==> src/design/frsp_pkg.sv <==
package frsp_pkg;

    // Default counter widths
    localparam int POSITION_BITS_DEFAULT = 32;
    localparam int RECORD_BITS_DEFAULT   = 24;

    // Result field widths
    localparam int KIND_W  = 3;
    localparam int VALUE_W = 32;
    localparam int REC_W   = 24;

    // Result kinds
    localparam logic [KIND_W-1:0] KIND_RESIDUE = 3'd0;
    localparam logic [KIND_W-1:0] KIND_HEADER  = 3'd1;
    localparam logic [KIND_W-1:0] KIND_START   = 3'd2;
    localparam logic [KIND_W-1:0] KIND_LENGTH  = 3'd3;
    localparam logic [KIND_W-1:0] KIND_END     = 3'd4;

    // Characters of interest
    localparam logic [7:0] CHAR_NL = 8'h0A;
    localparam logic [7:0] CHAR_GT = 8'h3E;

    // Queue between front and back
    localparam int QUEUE_DEPTH = 4;
    localparam int QPTR_W      = $clog2(QUEUE_DEPTH);
    localparam int QCNT_W      = $clog2(QUEUE_DEPTH + 1);

    // One queued command: an optional length result ahead of the main result
    typedef struct packed {
        logic               has_len;
        logic [VALUE_W-1:0] len_value;
        logic [REC_W-1:0]   len_rec;
        logic [KIND_W-1:0]  kind;
        logic [VALUE_W-1:0] value;
        logic [REC_W-1:0]   rec;
        logic               last;
    } frsp_entry_t;

    // Queue status seen by front and back
    typedef struct packed {
        logic              full;
        logic              empty;
        logic [QCNT_W-1:0] count;
    } frsp_qstat_t;

endpackage

==> src/design/frsp_front.sv <==
module frsp_front
    import frsp_pkg::*;
#(
    parameter int POSITION_BITS = POSITION_BITS_DEFAULT,
    parameter int RECORD_BITS   = RECORD_BITS_DEFAULT
) (
    input  logic        aclk,
    input  logic        aresetn,
    input  logic        in_valid,
    output logic        in_ready,
    input  logic [7:0]  in_byte,
    input  logic        in_end,
    input  frsp_qstat_t qstat,
    output logic        push,
    output frsp_entry_t push_entry
);

    localparam logic [POSITION_BITS-1:0] POS_MAX = '1;
    localparam logic [RECORD_BITS-1:0]   REC_MAX = '1;

    logic                     at_ls_reg, at_ls_next;
    logic                     in_hdr_reg, in_hdr_next;
    logic                     in_body_reg, in_body_next;
    logic [POSITION_BITS-1:0] pos_reg, pos_next;
    logic [POSITION_BITS-1:0] res_reg, res_next;
    logic [RECORD_BITS-1:0]   recs_reg, recs_next;

    logic                     accept;
    logic [POSITION_BITS-1:0] pos_inc;
    logic [RECORD_BITS-1:0]   body_rec;
    logic                     is_lower;
    logic                     is_upper;

    assign in_ready = !qstat.full;
    assign accept   = in_valid && in_ready;
    assign pos_inc  = (pos_reg == POS_MAX) ? pos_reg : pos_reg + 1'b1;
    assign body_rec = (recs_reg == '0) ? '0 : recs_reg - 1'b1;
    assign is_lower = (in_byte >= 8'h61) && (in_byte <= 8'h7A);
    assign is_upper = (in_byte >= 8'h41) && (in_byte <= 8'h5A);

    // Classify the byte and build the command for the back end
    always_comb begin
        at_ls_next   = at_ls_reg;
        in_hdr_next  = in_hdr_reg;
        in_body_next = in_body_reg;
        pos_next     = pos_reg;
        res_next     = res_reg;
        recs_next    = recs_reg;
        push         = 1'b0;
        push_entry   = '0;
        if (accept) begin
            if (in_end) begin
                // close open body, report count, return to reset state
                push                 = 1'b1;
                push_entry.has_len   = in_body_reg;
                push_entry.len_value = VALUE_W'(res_reg);
                push_entry.len_rec   = REC_W'(body_rec);
                push_entry.kind      = KIND_END;
                push_entry.value     = VALUE_W'(recs_reg);
                push_entry.rec       = REC_W'(recs_reg);
                push_entry.last      = 1'b1;
                at_ls_next           = 1'b1;
                in_hdr_next          = 1'b1;
                in_body_next         = 1'b0;
                pos_next             = '0;
                res_next             = '0;
                recs_next            = '0;
            end else begin
                pos_next = pos_inc;
                if (in_byte == CHAR_NL) begin
                    at_ls_next = 1'b1;
                    if (in_hdr_reg) begin
                        push             = 1'b1;
                        push_entry.kind  = KIND_START;
                        push_entry.value = VALUE_W'(pos_inc);
                        push_entry.rec   = REC_W'(recs_reg);
                        recs_next        = (recs_reg == REC_MAX) ? recs_reg : recs_reg + 1'b1;
                        in_hdr_next      = 1'b0;
                        in_body_next     = 1'b1;
                        res_next         = '0;
                    end
                end else if (in_byte == CHAR_GT && at_ls_reg) begin
                    at_ls_next = 1'b0;
                    if (in_body_reg) begin
                        push             = 1'b1;
                        push_entry.kind  = KIND_LENGTH;
                        push_entry.value = VALUE_W'(res_reg);
                        push_entry.rec   = REC_W'(body_rec);
                    end
                    in_body_next = 1'b0;
                    in_hdr_next  = 1'b1;
                end else begin
                    at_ls_next = 1'b0;
                    if (in_hdr_reg) begin
                        push             = 1'b1;
                        push_entry.kind  = KIND_HEADER;
                        push_entry.value = VALUE_W'(in_byte);
                        push_entry.rec   = REC_W'(recs_reg);
                    end else if (in_body_reg && (is_lower || is_upper)) begin
                        push             = 1'b1;
                        push_entry.kind  = KIND_RESIDUE;
                        push_entry.value = VALUE_W'(is_lower ? in_byte - 8'd32 : in_byte);
                        push_entry.rec   = REC_W'(body_rec);
                        res_next         = (res_reg == POS_MAX) ? res_reg : res_reg + 1'b1;
                    end
                end
            end
        end
    end

    // Parser state
    always_ff @(posedge aclk) begin
        if (!aresetn) begin
            at_ls_reg   <= 1'b1;
            in_hdr_reg  <= 1'b1;
            in_body_reg <= 1'b0;
            pos_reg     <= '0;
            res_reg     <= '0;
            recs_reg    <= '0;
        end else begin
            at_ls_reg   <= at_ls_next;
            in_hdr_reg  <= in_hdr_next;
            in_body_reg <= in_body_next;
            pos_reg     <= pos_next;
            res_reg     <= res_next;
            recs_reg    <= recs_next;
        end
    end

endmodule

==> src/design/frsp_queue.sv <==
module frsp_queue
    import frsp_pkg::*;
(
    input  logic        aclk,
    input  logic        aresetn,
    input  logic        push,
    input  frsp_entry_t push_entry,
    input  logic        pop,
    output frsp_entry_t head,
    output frsp_qstat_t qstat
);

    frsp_entry_t       mem [QUEUE_DEPTH];
    logic [QPTR_W-1:0] wr_ptr_reg, wr_ptr_next;
    logic [QPTR_W-1:0] rd_ptr_reg, rd_ptr_next;
    logic [QCNT_W-1:0] count_reg, count_next;
    logic              do_push;
    logic              do_pop;

    assign qstat.full  = (count_reg == QCNT_W'(QUEUE_DEPTH));
    assign qstat.empty = (count_reg == '0);
    assign qstat.count = count_reg;
    assign do_push     = push && !qstat.full;
    assign do_pop      = pop && !qstat.empty;
    assign head        = mem[rd_ptr_reg];

    // Pointer and fill bookkeeping
    always_comb begin
        wr_ptr_next = do_push ? wr_ptr_reg + 1'b1 : wr_ptr_reg;
        rd_ptr_next = do_pop ? rd_ptr_reg + 1'b1 : rd_ptr_reg;
        count_next  = count_reg;
        if (do_push && !do_pop) begin
            count_next = count_reg + 1'b1;
        end else if (do_pop && !do_push) begin
            count_next = count_reg - 1'b1;
        end
    end

    always_ff @(posedge aclk) begin
        if (!aresetn) begin
            wr_ptr_reg <= '0;
            rd_ptr_reg <= '0;
            count_reg  <= '0;
        end else begin
            wr_ptr_reg <= wr_ptr_next;
            rd_ptr_reg <= rd_ptr_next;
            count_reg  <= count_next;
        end
    end

    // Storage
    always_ff @(posedge aclk) begin
        if (do_push) begin
            mem[wr_ptr_reg] <= push_entry;
        end
    end

endmodule

==> src/design/frsp_back.sv <==
module frsp_back
    import frsp_pkg::*;
(
    input  logic                aclk,
    input  logic                aresetn,
    input  frsp_entry_t         head,
    input  frsp_qstat_t         qstat,
    output logic                pop,
    output logic                out_valid,
    input  logic                out_ready,
    output logic [KIND_W-1:0]   out_kind,
    output logic [VALUE_W-1:0]  out_value,
    output logic [REC_W-1:0]    out_rec,
    output logic                out_last
);

    logic               valid_reg, valid_next;
    logic               len_done_reg, len_done_next;
    logic [KIND_W-1:0]  kind_reg, kind_next;
    logic [VALUE_W-1:0] value_reg, value_next;
    logic [REC_W-1:0]   rec_reg, rec_next;
    logic               last_reg, last_next;
    logic               load;

    assign load = !valid_reg || out_ready;

    // Expand a command into one or two results
    always_comb begin
        valid_next    = valid_reg && !out_ready;
        len_done_next = len_done_reg;
        kind_next     = kind_reg;
        value_next    = value_reg;
        rec_next      = rec_reg;
        last_next     = last_reg;
        pop           = 1'b0;
        if (load && !qstat.empty) begin
            valid_next = 1'b1;
            if (head.has_len && !len_done_reg) begin
                len_done_next = 1'b1;
                kind_next     = KIND_LENGTH;
                value_next    = head.len_value;
                rec_next      = head.len_rec;
                last_next     = 1'b0;
            end else begin
                pop           = 1'b1;
                len_done_next = 1'b0;
                kind_next     = head.kind;
                value_next    = head.value;
                rec_next      = head.rec;
                last_next     = head.last;
            end
        end
    end

    always_ff @(posedge aclk) begin
        if (!aresetn) begin
            valid_reg    <= 1'b0;
            len_done_reg <= 1'b0;
        end else begin
            valid_reg    <= valid_next;
            len_done_reg <= len_done_next;
        end
    end

    // Output payload
    always_ff @(posedge aclk) begin
        kind_reg  <= kind_next;
        value_reg <= value_next;
        rec_reg   <= rec_next;
        last_reg  <= last_next;
    end

    assign out_valid = valid_reg;
    assign out_kind  = kind_reg;
    assign out_value = value_reg;
    assign out_rec   = rec_reg;
    assign out_last  = last_reg;

endmodule

==> src/design/fasta_record_stream_parser.sv <==
// A result leaves on m_ after its byte is accepted and has passed the command queue and the output register.
// Throughput: one byte per cycle unless the queue is full; the output register issues one result per ready cycle.
// The end marker with an open sequence body yields two results,
// absorbed by the four-entry command queue between parser and output stage.
// Reset: synchronous on aresetn low; parser state, queue and output valid are cleared.
module fasta_record_stream_parser
    import frsp_pkg::*;
#(
    parameter int POSITION_BITS = POSITION_BITS_DEFAULT,
    parameter int RECORD_BITS   = RECORD_BITS_DEFAULT
) (
    input  logic        aclk,
    input  logic        aresetn,
    input  logic        s_tvalid,
    output logic        s_tready,
    input  logic [7:0]  s_tdata,   // [7:0] data_byte
    input  logic        s_tlast,   // end_of_stream
    output logic        m_tvalid,
    input  logic        m_tready,
    output logic [55:0] m_tdata,   // [31:0] value, [55:32] record_number
    output logic [2:0]  m_tuser,   // [2:0] kind
    output logic        m_tlast    // last
);

    frsp_entry_t        push_entry;
    frsp_entry_t        head;
    frsp_qstat_t        qstat;
    logic               push;
    logic               pop;
    logic [VALUE_W-1:0] out_value;
    logic [REC_W-1:0]   out_rec;

    // Parser front end
    frsp_front #(
        .POSITION_BITS (POSITION_BITS),
        .RECORD_BITS   (RECORD_BITS)
    ) u_front (
        .aclk       (aclk),
        .aresetn    (aresetn),
        .in_valid   (s_tvalid),
        .in_ready   (s_tready),
        .in_byte    (s_tdata),
        .in_end     (s_tlast),
        .qstat      (qstat),
        .push       (push),
        .push_entry (push_entry)
    );

    // Command queue
    frsp_queue u_queue (
        .aclk       (aclk),
        .aresetn    (aresetn),
        .push       (push),
        .push_entry (push_entry),
        .pop        (pop),
        .head       (head),
        .qstat      (qstat)
    );

    // Output stage
    frsp_back u_back (
        .aclk      (aclk),
        .aresetn   (aresetn),
        .head      (head),
        .qstat     (qstat),
        .pop       (pop),
        .out_valid (m_tvalid),
        .out_ready (m_tready),
        .out_kind  (m_tuser),
        .out_value (out_value),
        .out_rec   (out_rec),
        .out_last  (m_tlast)
    );

    assign m_tdata = {out_rec, out_value};

`ifndef NO_ASSERTIONS
    // Queue never overfills
    assert property (@(posedge aclk) disable iff (!aresetn)
        qstat.count <= QCNT_W'(QUEUE_DEPTH))
        else $error("queue count out of range");

    // Input stalls only when the queue is full
    assert property (@(posedge aclk) disable iff (!aresetn)
        !s_tready |-> qstat.full)
        else $error("input stalled with queue space");

    // Last flag goes with the end result only
    assert property (@(posedge aclk) disable iff (!aresetn)
        m_tvalid |-> (m_tlast == (m_tuser == KIND_END)))
        else $error("last flag and kind disagree");

    // A push only follows an accepted input byte
    assert property (@(posedge aclk) disable iff (!aresetn)
        push |-> (s_tvalid && s_tready))
        else $error("queue write without input transaction");
`endif

endmodule
==> config.mk <==
export PLATFORM = sky130hd
export DESIGN_NAME = fasta_record_stream_parser
export DESIGN_NICKNAME = d
export VERILOG_FILES = /design/src/design/frsp_pkg.sv /design/src/design/frsp_front.sv /design/src/design/frsp_queue.sv /design/src/design/frsp_back.sv /design/src/design/fasta_record_stream_parser.sv
export SDC_FILE = /design/constraint.sdc
export NUM_CORES = 1
export LEC_CHECK = 0
export BUFFER_PORTS_ARGS = -buffer_cell sky130_fd_sc_hd__buf_2
export CORE_ASPECT_RATIO = 1.4
export CORE_MARGIN = 1
export CORE_UTILIZATION = 30
export DETAILED_ROUTE_END_ITERATION = 10
export PLACE_DENSITY_LB_ADDON = 0.08
export SLEW_MARGIN = 20
export SYNTH_ARGS = -nofsm -noshare
export SYNTH_HDL_FRONTEND = slang
export SYNTH_SLANG_ARGS = --single-unit
==> constraint.sdc <==
create_clock -name aclk -period 5.5 [get_ports aclk]
set_input_delay 0.275 -clock aclk [delete_from_list [all_inputs] [get_ports aclk]]
set_output_delay 0.275 -clock aclk [all_outputs]
set_load 0.02 [all_outputs]
[Word-level counts from Yosys, hierarchy flattened]
Memories as Yosys holds them, arrays and structs flattened. A register that Yosys moved wholly into a read port is not among the register bits.
Cells that the tools add are included.
Storage, ports and cells
  memories kept: 1
  input bits: 13
  register bits after elaboration: 160
  RAM bits: 468
Memories
  u_queue.mem: depth 4, width 117, read ports 1, clocked after memory_dff 1, write ports 1, RTL line frsp_queue.sv:13  | frsp_entry_t mem [QUEUE_DEPTH];
Operators by class
  equality and inequality tests: 11
  order comparisons: 4
  multiplexer cells: 54
  reduce and logical (&&, ||, !) cells: 32
  $add $sub $neg: 9
Operator list (count)
  two-way mux 32 bit: 11
  two-way mux 59 bit: 4
  two-way mux 24 bit: 6
  two-way mux 117 bit: 1
  two-way mux 58 bit: 2
  adder 32 x 1 -> 32 bit, second input constant: 2
  == test 32 bit, second input constant: 2
  two-way mux 57 bit: 1
  two-way mux 56 bit: 1
  adder 24 x 1 -> 24 bit, second input constant: 1
  == test 24 bit, second input constant: 1
  logical NOT 24 bit: 1
  two-way mux 1 bit: 24
  subtractor 24 x 1 -> 24 bit, second input constant: 1
  greater-or-equal comparator 8 x 7 -> 1 bit, second input constant: 2
  less-or-equal comparator 8 x 7 -> 1 bit, second input constant: 2
  logical AND 1 bit: 12
  inequality test 3 x 2 -> 1 bit, second input constant: 3
  subtractor 8 x 6 -> 9 bit, second input constant: 1
  == test 8 x 4 -> 1 bit, second input constant: 1
  == test 8 x 6 -> 1 bit, second input constant: 1
  logical NOT 1 bit: 7
  two-way mux 3 bit: 2
  AND reduction 6 bit: 1
  14 further kinds: 20

[Depth between registers and ports, before layout]
  depth after elaboration: 15
  gate-level depth with buffers: 12

[Cells and area by module]
From an unflattened synthesis, not the netlist that was laid out.
Unflattened totals
  cell total of the unflattened synthesis: 1906
  area total of the unflattened synthesis: 27821.7 µm²
By module, submodules not included
  frsp_queue: seq. area each 14233.7 µm², instances 1, area each 17315.4 µm², cells an instance 659
  frsp_front: seq. area each 1821.7 µm², instances 1, area each 7907.6 µm², cells an instance 1109
  frsp_back: seq. area each 1841.8 µm², instances 1, area each 2598.7 µm², cells an instance 138

[Worst setup path before layout]
No wires, ideal clock.
  path type: register to register
  start point: register u_queue.count_reg[0]
  end point: register u_queue.count_reg[2]
  stages on the path, launching flop included: 10
  data required time: 5.430 ns
  setup slack: 0.461 ns
  path buffers: 0
  arrival time: 4.968 ns
  setup time: 0.070 ns
  cell sequence: dfxtp_1 > nor3_1 > a21oi_1 > nand2_1 > ha_1 > inv_1 > fa_1 > xor2_1 > or3_1 > a21oi_1
Between the ends
  longest elaborated chain between the ends: 8
  elaborated cells between the ends (all ways): 19
  those cells by class: add/sub (2); eq/ne (1); mux (4); reduce/logical (12)
Ends and longest elaborated chain
  from (decl): RTL line frsp_queue.sv:16  | logic [QCNT_W-1:0] count_reg, count_next;
  from (signal assigned): RTL line frsp_queue.sv:47  | count_reg <= count_next;
  == test 3 bit / logical NOT 3 bit (equally long branches): RTL line frsp_queue.sv:20, frsp_queue.sv:21
  logical NOT 1 bit, on equally long branches
  logical AND 1 bit, on equally long branches: RTL line frsp_front.sv:35, frsp_back.sv:36
  two-way mux 1 bit, on equally long branches: RTL line frsp_front.sv:51, frsp_back.sv:36
  logical AND 1 bit, on equally long branches: RTL line frsp_queue.sv:23, frsp_queue.sv:24
  logical NOT 1 bit, on equally long branches: RTL line frsp_queue.sv:34, frsp_queue.sv:32
  logical AND 1 bit, on equally long branches: RTL line frsp_queue.sv:34, frsp_queue.sv:32
  nonzero test 2 bit (no source line) / two-way mux 3 bit (equally long branches)
Several ways; a longest one is shown, not always the timed one. The select of a mux whose other input is x is not followed.
A chain may end at the register's enable or synchronous reset.

==> impl_metrics.tcl <==
set metrics [dict create \
    outcome "finished clean" \
    overflow 0 \
    slowest_delay_ps 710 \
    die_h_um 359 \
    initial_core_util_pct 30.4 \
    synth_edf_count 523 \
    power_leakage_uw 0.0101 \
    synth_area_per_cell_um2 14.5 \
    cts_buffer_depth 3 \
    numCtsBuffers 67 \
    timing.clock.skew_ps 34.7 \
    clk_pin_slew_ps 60 \
    antenna_violations_before_repair 0 \
    h-tree-depth 3 \
    synth_area_leaders "edfxtp_1 (58%), mux4_2 (9.6%), dfxtp_1 (7.5%), mux2_2 (2.4%), a21oi_1 (1.9%)" \
    core_area_um2 89900 \
    grt_pass1_vias 17200 \
    post_cts_buffers 0 \
    setup_viol 0 \
    worstPathCellList "nor3b_1, inv_1, and2_2, buf_4, nand2_1, nor2_1, o21ai_0, o32ai_1" \
    dieArea_um2 92300 \
    synthFlopType "edfxtp_1" \
    syn-instance-count 1878 \
    maxSlewViolCount 0 \
    worstSetupStartpointType "flip-flop" \
    synthTopCellsByCount "edfxtp_1 (523), mux4_2 (116), a21oi_1 (103), dfxtp_1 (102), nand2_1 (91)" \
    totalNegativeSetupSlack_ps 0 \
    relSlewSlack_pct 26.8 \
    insertion_delay_ps 610 \
    post-route-period-util_pct 67.4 \
    rows 130 \
    layout.nets 1959 \
    yosys.cell_count.top_type "edfxtp_1" \
    floorplan.io_pins 75 \
    crit_type "flip-flop to flip-flop" \
    critPathRequiredTime_ps 5800 \
    gp_congestion 0.829 \
    io_buffers 74 \
    maxCapViolCount 0 \
    detailedRoute.firstIterationViolations 961 \
    antenna_cells_inserted 0 \
    power-per-cell-area_nw_per_um2 447 \
    report.final.hold_viol_count 0 \
    drt_wl_total_mm 76.3 \
    clock_sink_count 625 \
    grt_pass1_wl_mm 114 \
    cp.arrival_ps 4000 \
    synth.top_cell.area_share_pct 57.5 \
    grtUsageTotal_pct 16.4 \
    drt_first_pass_iters 5 \
    ant_nets 0 \
    pin_count_of_the_biggest_net_entering_global_routing 117 \
    vias 16500 \
    synth_sequential_area_ratio_pct 65.0 \
    ys.warnings.count 0 \
    timing.final.crit_period_ps 3710 \
    largest_register_ff_count 464 \
    ctsResizeCount 0 \
    cts_hold_repair.buffers 0 \
    syn2layout_area_growth_pct 14.3 \
    max_flop_register "u_queue.mem" \
    timing.hold.worst.class "input pin to flip-flop" \
    ys_seq_elements 625 \
    vdd_ir_drop_max_uv 236 \
    rsz_0062_raised_after_global_routing "false" \
    detail_route.drc_violations 0 \
    crit_slowest_cell "nor2_1" \
    post_synth_num_cell_types 81 \
    netlist.top_cell.by_area "edfxtp_1" \
    asyncSetResetFlopFracSynth_pct 0 \
    tritoncts "done" \
    post_synthesis_net_count 1904 \
    synth.cell_area_um2 27300 \
    dpl.hpwl_mm 48.9 \
    place_area_um2 29000 \
    post_route_cells_drive_above_1_share_pct 21.5 \
    design_area_um2 31200 \
    drt-wirelength-per-cell_um 24.0 \
    pre_cts_slack_ps 1710 \
    critPathMaxFanout 44 \
    cts_root_buf "clkbuf_16" \
    timing.hold.ws_ps 84.0 \
    viasPerCell 5.21 \
    setup_ws_ps 1790 \
    tightestPinTransition_ps 1090 \
    fp.dieW_um 257 \
    worstSetupEndpointType "flip-flop" \
    max_freq_mhz 270 \
]
[critical path: cells and delay by family (launching register included)]
kind,cells,cell delay (ps)
buf+inv,2,650
compound gates,2,920
simple gates,4,1370
flops,1,420
[path summary, 6_finish.rpt]
check	depth (start not counted)	endpoint	slack, ps	from
hold / removal	4	u_back.out_valid$_SDFF_PN0_	80	m_tready
setup reg to reg	8	u_queue.mem[1][24]$_DFFE_PP_	1790	u_queue.count_reg[0]$_SDFFE_PN0P_
hold reg to reg	2	u_front.pos_reg[18]$_SDFFE_PN0P_	510	u_front.pos_reg[18]$_SDFFE_PN0P_
setup / recovery	8	u_queue.mem[1][24]$_DFFE_PP_	1790	u_queue.count_reg[0]$_SDFFE_PN0P_
[report_power, final]
group          leakage [uW]  switching (uW)  internal (uW)
sequential          0.00572             233           5930
combinational       0.00327            1840           1400
clock               0.00106            1870           2660
[per-layer routing]
layer  track usage [%]  wire (um)  vias to the layer above
li1                  -          -                     7525
met1              20.4      32100                     8546
met5                 0          0                        -
met4              5.09       1690                        0
met2              29.2      39800                      362
met3              2.40       2650                      106
[stage by stage]
step | cells | utilization (%) | power [uW]
after CTS | 3172 | 34.7 | 14300
after global placement | 3051 | 32.3 | 9630
after global routing | 3172 | 34.7 | 14600
after floorplan | 1878 | - | 8590
final | 3172 | 34.7 | 13900
after detailed placement | 3052 | 32.3 | 9640
[final cells by class]
class	count	area, um^2
tap	1188	1490
sequential	625	17800
timing repair buffer	117	771
multi-input combinational	1089	8890
fill	8660	58700
clock inverter	29	280
inverter	33	124
clock buffer	91	1900
[cell families (layout without fill, tap and decap cells)]
kind of cell | after synthesis | in the layout | synth area share, %
adder cells (fa/ha/maj) | 13 | 13 | 0.623
flip-flops | 625 | 625 | 65.0
buffers and inverters | 164 | 270 | 2.64
multiplexers | 179 | 179 | 12.1
AO/OA/AOI/OAI | 341 | 341 | 7.81
XOR/XNOR | 66 | 66 | 2.12
AND/OR/NAND/NOR | 490 | 490 | 9.68
[cells in the final DEF (no fill, tap or decap), types with 36 or more instances in the layout]
master / count
dfxtp_1: 100
and3_1: 58
buf_2: 74
buf_4: 36
a21oi_1: 101
nand3_1: 60
o21ai_0: 85
mux2_2: 59
nand2_1: 91
clkbuf_16: 71
nor2_1: 88
mux4_2: 116
edfxtp_1: 523
nand4_1: 36
Power figures use the tool's default switching activity.
